### config.mk
export PLATFORM = sky130hd
export DESIGN_NAME = cvh_ctrl
export DESIGN_NICKNAME = d
export VERILOG_FILES = /design/src/sv/cvh_pkg.sv /design/src/sv/cvh_ctrl.sv
export SDC_FILE = /design/constraint.sdc
export NUM_CORES = 1
export LEC_CHECK = 0
export BUFFER_PORTS_ARGS = -buffer_cell sky130_fd_sc_hd__buf_2
export CORE_MARGIN = 2
export CORE_UTILIZATION = 53
export CTS_CLUSTER_SIZE = 14
export DETAILED_ROUTE_END_ITERATION = 12
export PLACE_DENSITY = 0.82
export SLEW_MARGIN = 40
export SYNTH_ARGS = -nofsm -noshare
export SYNTH_HDL_FRONTEND = slang
export SYNTH_SLANG_ARGS = --single-unit
export TNS_END_PERCENT = 10
### constraint.sdc
create_clock -name clk -period 2.9 [get_ports clk]
set_input_delay 0.145 -clock clk [delete_from_list [all_inputs] [get_ports clk]]
set_output_delay 0.145 -clock clk [all_outputs]
set_load 0.05 [all_outputs]
### src/sv/cvh_pkg.sv
package cvh_pkg;

	// field width of a coordinate on the ports
	localparam int COORD_W = 32;

	// defaults and upper bound of the top level parameters
	localparam int MAX_POINTS_DEF = 64;
	localparam int COORD_BITS_DEF = 32;
	localparam int MAX_POINTS_LIMIT = 4096;
	localparam int ADDR_MAX_W = $clog2(MAX_POINTS_LIMIT);

	// input word: one point
	typedef struct packed {
		logic signed [COORD_W-1:0] pt_x;
		logic signed [COORD_W-1:0] pt_y;
		logic                      pt_last;
	} pt_word_t;

	// output word: one hull vertex
	typedef struct packed {
		logic signed [COORD_W-1:0] hull_x;
		logic signed [COORD_W-1:0] hull_y;
		logic                      hull_last;
		logic                      overflow;
	} hull_word_t;

	// write data source of the point memory
	typedef enum logic [1:0] {
		WSEL_IN,
		WSEL_RD,
		WSEL_KEY
	} pt_wsel_t;

	// commands from controller to datapath
	typedef struct packed {
		logic                  pt_we;
		pt_wsel_t              pt_wsel;
		logic [ADDR_MAX_W-1:0] pt_waddr;
		logic                  pt_re;
		logic [ADDR_MAX_W-1:0] pt_raddr;
		logic                  st_we;
		logic [ADDR_MAX_W-1:0] st_waddr;
		logic [ADDR_MAX_W-1:0] st_wdata;
		logic                  st_re;
		logic [ADDR_MAX_W-1:0] st_raddr;
		logic                  ld_key;
		logic                  ld_last;
		logic                  ld_c;
		logic                  ld_a;
		logic                  push;
		logic                  pop;
		logic                  ld_diff;
		logic                  ld_prod;
		logic                  out_load;
		logic                  out_last;
		logic                  out_ovf;
	} cvh_cmd_t;

	// status from datapath to controller
	typedef struct packed {
		logic                  key_lt;
		logic                  same;
		logic                  left;
		logic                  out_free;
		logic [ADDR_MAX_W-1:0] st_rdata;
	} cvh_sts_t;

endpackage

### src/sv/cvh_ctrl.sv
module cvh_ctrl
	import cvh_pkg::*;
#(
	parameter int MAX_POINTS = MAX_POINTS_DEF
) (
	input  logic     clk,
	input  logic     arst_n,
	input  logic     pt_valid,
	input  logic     pt_last,
	output logic     pt_stall,
	output cvh_cmd_t cmd,
	input  cvh_sts_t sts
);

	localparam int IDX_W = $clog2(MAX_POINTS);
	localparam int CNT_W = $clog2(MAX_POINTS + 1);

	typedef enum logic [4:0] {
		ST_IDLE,
		ST_S_RDK,
		ST_S_GETK,
		ST_S_CMP,
		ST_S_PUT,
		ST_D_RD,
		ST_D_CHK,
		ST_H_INIT,
		ST_H_RDC,
		ST_H_GETC,
		ST_H_DIF,
		ST_H_MUL,
		ST_H_CMP,
		ST_H_GETA,
		ST_H_LDA,
		ST_H_PUSH,
		ST_L_END,
		ST_U_PRG,
		ST_U_PR,
		ST_E_RDS,
		ST_E_RDP,
		ST_E_OUT
	} state_t;

	state_t           state_q;
	logic [CNT_W-1:0] n_q;
	logic [CNT_W-1:0] i_q;
	logic [CNT_W-1:0] j_q;
	logic [CNT_W-1:0] k_q;
	logic [CNT_W-1:0] top_q;
	logic [CNT_W-1:0] base_q;
	logic [CNT_W-1:0] prc_q;
	logic [IDX_W-1:0] prv_q;
	logic             upper_q;
	logic             drop_q;

	logic [CNT_W-1:0] i_inc;
	logic [CNT_W-1:0] i_dec;
	logic [CNT_W-1:0] j_dec;
	logic [CNT_W-1:0] top_dec;
	logic [CNT_W-1:0] n_dec;
	logic [CNT_W-1:0] prc_dec;
	logic             has_room;
	logic             can_pop;
	logic             can_pop_after;
	logic             i_lt_prv;
	logic             up_push;
	logic             emit_last;

	// shared counter arithmetic and conditions
	assign i_inc = i_q + 1'b1;
	assign i_dec = i_q - 1'b1;
	assign j_dec = j_q - 1'b1;
	assign top_dec = top_q - 1'b1;
	assign n_dec = n_q - 1'b1;
	assign prc_dec = prc_q - 1'b1;
	assign has_room = n_q < CNT_W'(MAX_POINTS);
	assign can_pop = {1'b0, top_q} >= ({1'b0, base_q} + (CNT_W + 1)'(2));
	assign can_pop_after = {1'b0, top_dec} >= ({1'b0, base_q} + (CNT_W + 1)'(2));
	assign i_lt_prv = i_q < CNT_W'(prv_q);
	assign up_push = ((prc_q == '0) || (CNT_W'(prv_q) != i_q)) && (top_q != CNT_W'(MAX_POINTS));
	assign emit_last = i_q == top_dec;

	assign pt_stall = state_q != ST_IDLE;

	// command decode
	always_comb begin
		logic [CNT_W-1:0] a;
		a = '0;
		cmd = '0;
		cmd.pt_wsel = WSEL_IN;
		case (state_q)
			ST_IDLE: begin
				cmd.pt_we = pt_valid && has_room;
				cmd.pt_waddr = ADDR_MAX_W'(n_q[IDX_W-1:0]);
			end
			ST_S_RDK: begin
				cmd.pt_re = 1'b1;
				cmd.pt_raddr = ADDR_MAX_W'(i_q[IDX_W-1:0]);
			end
			ST_S_GETK: begin
				cmd.ld_key = 1'b1;
				cmd.pt_re = 1'b1;
				cmd.pt_raddr = ADDR_MAX_W'(i_dec[IDX_W-1:0]);
			end
			ST_S_CMP: begin
				cmd.pt_we = 1'b1;
				cmd.pt_waddr = ADDR_MAX_W'(j_q[IDX_W-1:0]);
				if (sts.key_lt) begin
					cmd.pt_wsel = WSEL_RD;
					a = j_dec - 1'b1;
					cmd.pt_re = j_dec != '0;
					cmd.pt_raddr = ADDR_MAX_W'(a[IDX_W-1:0]);
				end else begin
					cmd.pt_wsel = WSEL_KEY;
				end
			end
			ST_S_PUT: begin
				cmd.pt_we = 1'b1;
				cmd.pt_wsel = WSEL_KEY;
				cmd.pt_waddr = '0;
			end
			ST_D_RD: begin
				cmd.pt_re = i_q != n_q;
				cmd.pt_raddr = ADDR_MAX_W'(i_q[IDX_W-1:0]);
			end
			ST_D_CHK: begin
				cmd.pt_we = (k_q == '0) || !sts.same;
				cmd.pt_wsel = WSEL_RD;
				cmd.pt_waddr = ADDR_MAX_W'(k_q[IDX_W-1:0]);
				cmd.ld_last = 1'b1;
			end
			ST_H_RDC: begin
				cmd.pt_re = 1'b1;
				cmd.pt_raddr = ADDR_MAX_W'(i_q[IDX_W-1:0]);
			end
			ST_H_GETC: begin
				cmd.ld_c = 1'b1;
			end
			ST_H_DIF: begin
				cmd.ld_diff = 1'b1;
			end
			ST_H_MUL: begin
				cmd.ld_prod = 1'b1;
			end
			ST_H_CMP: begin
				cmd.pop = sts.left;
				a = top_q - CNT_W'(3);
				cmd.st_re = sts.left && can_pop_after;
				cmd.st_raddr = ADDR_MAX_W'(a[IDX_W-1:0]);
			end
			ST_H_GETA: begin
				cmd.pt_re = 1'b1;
				cmd.pt_raddr = sts.st_rdata;
			end
			ST_H_LDA: begin
				cmd.ld_a = 1'b1;
			end
			ST_H_PUSH: begin
				cmd.st_we = !upper_q || up_push;
				cmd.push = !upper_q || up_push;
				cmd.st_waddr = ADDR_MAX_W'(top_q[IDX_W-1:0]);
				cmd.st_wdata = ADDR_MAX_W'(i_q[IDX_W-1:0]);
			end
			ST_L_END: begin
				a = top_q - CNT_W'(2);
				cmd.st_re = 1'b1;
				cmd.st_raddr = ADDR_MAX_W'(a[IDX_W-1:0]);
			end
			ST_U_PR: begin
				a = prc_q - CNT_W'(2);
				cmd.st_re = (prc_q != '0) && i_lt_prv;
				cmd.st_raddr = ADDR_MAX_W'(a[IDX_W-1:0]);
			end
			ST_E_RDS: begin
				cmd.st_re = 1'b1;
				cmd.st_raddr = ADDR_MAX_W'(i_q[IDX_W-1:0]);
			end
			ST_E_RDP: begin
				cmd.pt_re = 1'b1;
				cmd.pt_raddr = sts.st_rdata;
			end
			ST_E_OUT: begin
				cmd.out_load = sts.out_free;
				cmd.out_last = emit_last;
				cmd.out_ovf = drop_q;
			end
			default: begin
				cmd.pt_wsel = WSEL_IN;
			end
		endcase
	end

	// sequencer: load, sort, dedup, lower chain, upper chain, emit
	always_ff @(posedge clk or negedge arst_n) begin
		if (!arst_n) begin
			state_q <= ST_IDLE;
			n_q <= '0;
			i_q <= '0;
			j_q <= '0;
			k_q <= '0;
			top_q <= '0;
			base_q <= '0;
			prc_q <= '0;
			prv_q <= '0;
			upper_q <= 1'b0;
			drop_q <= 1'b0;
		end else begin
			case (state_q)
				ST_IDLE: begin
					if (pt_valid) begin
						if (has_room) begin
							n_q <= n_q + 1'b1;
						end else begin
							drop_q <= 1'b1;
						end
						if (pt_last) begin
							i_q <= CNT_W'(1);
							state_q <= ST_S_RDK;
						end
					end
				end
				// insertion sort in place
				ST_S_RDK: begin
					if (i_q == n_q) begin
						i_q <= '0;
						k_q <= '0;
						state_q <= ST_D_RD;
					end else begin
						state_q <= ST_S_GETK;
					end
				end
				ST_S_GETK: begin
					j_q <= i_q;
					state_q <= ST_S_CMP;
				end
				ST_S_CMP: begin
					if (sts.key_lt) begin
						j_q <= j_dec;
						if (j_dec == '0) begin
							state_q <= ST_S_PUT;
						end
					end else begin
						i_q <= i_inc;
						state_q <= ST_S_RDK;
					end
				end
				ST_S_PUT: begin
					i_q <= i_inc;
					state_q <= ST_S_RDK;
				end
				// duplicate removal
				ST_D_RD: begin
					if (i_q == n_q) begin
						n_q <= k_q;
						state_q <= ST_H_INIT;
					end else begin
						state_q <= ST_D_CHK;
					end
				end
				ST_D_CHK: begin
					if ((k_q == '0) || !sts.same) begin
						k_q <= k_q + 1'b1;
					end
					i_q <= i_inc;
					state_q <= ST_D_RD;
				end
				// chain building
				ST_H_INIT: begin
					top_q <= '0;
					base_q <= '0;
					i_q <= '0;
					upper_q <= 1'b0;
					state_q <= ST_H_RDC;
				end
				ST_H_RDC: begin
					state_q <= ST_H_GETC;
				end
				ST_H_GETC: begin
					state_q <= can_pop ? ST_H_DIF : ST_H_PUSH;
				end
				ST_H_DIF: begin
					state_q <= ST_H_MUL;
				end
				ST_H_MUL: begin
					state_q <= ST_H_CMP;
				end
				ST_H_CMP: begin
					if (sts.left) begin
						top_q <= top_dec;
						state_q <= can_pop_after ? ST_H_GETA : ST_H_PUSH;
					end else begin
						state_q <= ST_H_PUSH;
					end
				end
				ST_H_GETA: begin
					state_q <= ST_H_LDA;
				end
				ST_H_LDA: begin
					state_q <= ST_H_DIF;
				end
				ST_H_PUSH: begin
					if (!upper_q) begin
						top_q <= top_q + 1'b1;
						if (i_inc == n_q) begin
							state_q <= ST_L_END;
						end else begin
							i_q <= i_inc;
							state_q <= ST_H_RDC;
						end
					end else begin
						if (up_push) begin
							top_q <= top_q + 1'b1;
						end
						if (i_q == '0) begin
							state_q <= ST_E_RDS;
						end else begin
							i_q <= i_dec;
							state_q <= ST_U_PR;
						end
					end
				end
				ST_L_END: begin
					top_q <= top_dec;
					base_q <= top_dec;
					prc_q <= top_dec;
					i_q <= n_dec;
					upper_q <= 1'b1;
					state_q <= ST_U_PRG;
				end
				// walk the lower chain pointer down past the current index
				ST_U_PRG: begin
					prv_q <= sts.st_rdata[IDX_W-1:0];
					state_q <= ST_U_PR;
				end
				ST_U_PR: begin
					if ((prc_q != '0) && i_lt_prv) begin
						prc_q <= prc_dec;
						state_q <= ST_U_PRG;
					end else begin
						state_q <= ST_H_RDC;
					end
				end
				// vertex emission
				ST_E_RDS: begin
					state_q <= ST_E_RDP;
				end
				ST_E_RDP: begin
					state_q <= ST_E_OUT;
				end
				ST_E_OUT: begin
					if (sts.out_free) begin
						if (emit_last) begin
							n_q <= '0;
							drop_q <= 1'b0;
							state_q <= ST_IDLE;
						end else begin
							i_q <= i_inc;
							state_q <= ST_E_RDS;
						end
					end
				end
				default: begin
					state_q <= ST_IDLE;
				end
			endcase
		end
	end

endmodule

==> key figures <==
Logic synthesis
  • Flops & latches, synth: 62
  • Library cells used by synthesis: 70
  • Top FF cell, synth: dfrtp_1
  • Synth top area share: 24.9%
  • Top cells by area, synth: dfrtp_1 25%, ha_1 7.2%, o21ai_0 5.0%
  • Number of flops mapped to enable cells by yosys: 0
  • Number of synthesis warnings: 0
  • Sequential element share of the synthesized area: 24.9%
  • Mapped Area: 6230 µm²
  • Synth area leader: dfrtp_1
  • Post-synthesis async set-or-reset flop share: 100%
  • Syn Inst Count: 819
  • Syn avg cell area: 7.61 µm²

Layout
  • Diodes inserted: 0
  • Fraction of layout cells with a size suffix above 1: 20.4%
  • NumNets Final: 969
  • Layout Cells excl Fill: 1060
  • Area grow syn2layout: 18.0%
  • Fill cells: 983
  • Post-route cell area: 7360 µm²

Global route
  • Global-route wire length before repair: 32.1 mm
  • GRT Util Overall: 31.7%
  • Largest net degree at the start of global routing: 27
  • Vias in the first global route: 6091
  • Initial antenna violation count: 0
  • Total gr overflow: 0

Floorplanning
  • IO Pins: 98
  • Die Wd: 112 µm
  • CORE AREA: 11500 µm²
  • Die footprint: 12600 µm²
  • Num rows: 39
  • Die Y: 112 µm
  • Starting Density: 54.4%

Critical path
  • Max FO, Critical Path: 3
  • Crit Path Class: register to output port
  • WP data arrival: 2.87 ns
  • R2R cell count: 10
  • Setup crit end kind: output port
  • Reg-to-reg setup timing slack: 0.11 ns
  • Critical Path Start Type: register
  • WP data required: 2.76 ns

Hold path
  • Hold Crit Depth: 2
  • Hold crit path type: primary input to register

Detailed routing
  • DRC errors left: 0
  • Avg WL per Cell: 18.8 µm
  • Vias post-DR: 6702
  • DRT antenna net count: 0
  • Initial DRC count: 985
  • TritonRoute pass-1 iters: 6
  • Post-Route WL: 19.9 mm
  • Via/cell ratio: 6.32

Clocking
  • CTS tree: yes
  • # clock sinks: 62
  • Skew-Pair Late Insertion Delay: 0.35 ns
  • H-tree depth: 3
  • CTS clk-pin slew, worst paths: 0.06 ns
  • Total CTS buffers: 9
  • CTS Root Cell: clkbuf_16
  • Clock Tree Buf Depth: 2

Placement
  • Placed inst area: 6910 µm²
  • RD Place Congestion: 0.962
  • Post-Place Cells: 1039
  • Post-DP HPWL: 15.0 mm
  • Port Buffers: 73

Timing
  • Final setup fails: 1
  • Final min period: 3.01 ns
  • Period utilisation layout: 104%
  • Slew Viols, Final: 0
  • PnR worst setup slack: -0.113 ns
  • Worst-Margin Slew: 0.696 ns
  • Clock Skew: 0.0113 ns
  • Final Hold Fails: 0
  • Slew Limit Headroom: 53.3%
  • RSZ-0062 raised after global routing: yes
  • F_max: 0.332 GHz

Power and ir drop
  • Sequential share of power: 19.5%
  • Static Leakage: 3.41 nW
  • Switching Fraction: 52.4%
  • Pint: 0.00442 W
  • NetSw: 0.00487 W
  • Clock share of power: 12.4%
  • Pwr dens: 1260 nW/µm²
  • Combinational share of power: 68.1%
  • Peak supply drop: 0.797 mV

Run status
  • Status: complete, but fails checks
  • Failing checks: negative setup slack

Run
  • Max-Cap Viols: 0
power by group through the flow:
stage	logic, W	registers [W]	clock network, W
after floorplan	0.00456	0.00148	0
after global placement	0.00582	0.00174	0
after detailed placement	0.00588	0.00176	0
after CTS	0.00603	0.00176	0.00116
after global routing	0.00684	0.00187	0.00120
final	0.00633	0.00181	0.00115
registers in the layout (all words and copies together), names as in the netlist:
| register | cells |
|---|---|
| top_q | 7 |
| k_q | 7 |
| i_q | 7 |
| prv_q | 6 |
| n_q | 7 |
| state_q | 5 |
| drop_q | 1 |
| base_q | 7 |
| prc_q | 7 |
| j_q | 7 |
| upper_q | 1 |
timing repair:
item                       in CTS  in global routing
resized for setup               9                 20
hold buffers                    1                  0
setup endpoints to repair       2                 11
hold endpoints to repair       24                  0
setup buffers                   2                  3
pin swaps                       3                  5
layer usage:
| metal | vias to the layer above | track usage [%] | wire length, µm |
|---|---|---|---|
| met5 | - | 0 | 0 |
| met2 | 432 | 47.2 | 8610 |
| met1 | 3133 | 45.9 | 8520 |
| met4 | 0 | 11.9 | 650 |
| li1 | 3077 | - | - |
| met3 | 60 | 5.94 | 2130 |
through the flow:
stage	hold WS (ns)	worst slack, ns	utilization [%]	power (W)	TNS, ns
after floorplan	-0.151	-0.170	-	0.00604	-1.38
after global placement	0.193	-0.0172	60.2	0.00756	-0.0172
after global routing	0.0586	-0.193	64.2	0.00991	-0.193
after detailed placement	0.203	-0.0915	60.2	0.00764	-0.0915
after CTS	0.0507	0.0147	63.5	0.00895	0
final	0.0524	-0.113	64.2	0.00929	-0.113
cells in the mapped netlist, types with 4 or more instances:
cell type and n:
nor3_1 34, clkbuf_1 44, a21oi_1 46, nand4b_1 4, mux2_2 9, and2_1 18
o22ai_1 12, o21ai_0 62, a22oi_1 10, o22a_1 5, o221ai_1 5, xnor2_1 27
dfrtp_1 62, o211ai_1 7, ha_1 36, nand3_1 34, a222oi_1 9, inv_1 41
o31ai_1 9, nor2b_1 10, mux2i_1 8, nand4_1 4, and3_1 10, a32oi_1 8
nand2_1 75, a21boi_0 4, buf_4 25, a31oi_1 8, nor2_1 81, nor4_1 7
or3_1 6, nand2b_1 14, xor2_1 22
kinds of logic (layout without fill, tap and decap cells):
logic type / count (synthesis) / after routing / synth area share (%)
compound gates: 218 / 218 / 23.0
xor+xnor: 53 / 53 / 8.23
fa+ha+maj: 37 / 37 / 7.39
buf+inv: 117 / 192 / 8.61
flops: 62 / 62 / 24.9
mux: 20 / 20 / 3.51
other cells: 1 / 24 / 0.0602
simple gates: 311 / 311 / 24.3
worst max-delay path: stages, from the launching register on:
cell and delay (ns):
dfrtp_1 0.39, buf_4 0.16, nor3_4 0.20, xnor2_2 0.17, inv_2 0.09, ha_1 0.30, o21ai_1 0.14, a21oi_1 0.07
o41ai_2 0.53, o221ai_1 0.23, buf_4 0.23
cells in the final DEF (no fill, tap or decap), types with 4 or more instances in the layout:
cell type / n
nand4_1: 4
o211ai_1: 7
and3_1: 10
or3_1: 6
o31ai_1: 9
nor3_1: 33
buf_2: 71
dfrtp_2: 5
clkbuf_16: 9
a32oi_1: 8
o221ai_1: 5
a31oi_1: 8
and2_1: 18
ha_1: 34
a22oi_1: 10
buf_4: 63
mux2_2: 9
nor4_1: 6
xnor2_1: 25
nand4b_1: 4
nand2b_1: 14
o21ai_0: 60
o22a_1: 5
nand2_1: 75
a21boi_0: 4
nand3_1: 34
a222oi_1: 9
mux2i_1: 7
a21oi_1: 46
nor2_1: 79
dfrtp_1: 57
xor2_1: 22
o22ai_1: 12
conb_1: 24
inv_1: 38
nor2b_1: 9
final timing paths:
kind,start,end
setup / recovery,top_q[0],cmd[23]
hold / removal,sts[2],prv_q[2]
setup reg to reg,top_q[0],n_q[6]
hold reg to reg,prv_q[1],prv_q[1]
max in group asynchronous,arst_n,j_q[6]
min in group asynchronous,arst_n,prc_q[3]
layout make-up:
class	count	area, µm²	share of cell area, %
clock inverter	4	72.6	0.986
timing repair buffer	135	838	11.4
tap	143	179	2.43
sequential	62	1560	21.2
multi-input combinational	663	4320	58.7
inverter	42	158	2.14
clock buffer	11	233	3.16
Power figures use the tool's default switching activity.
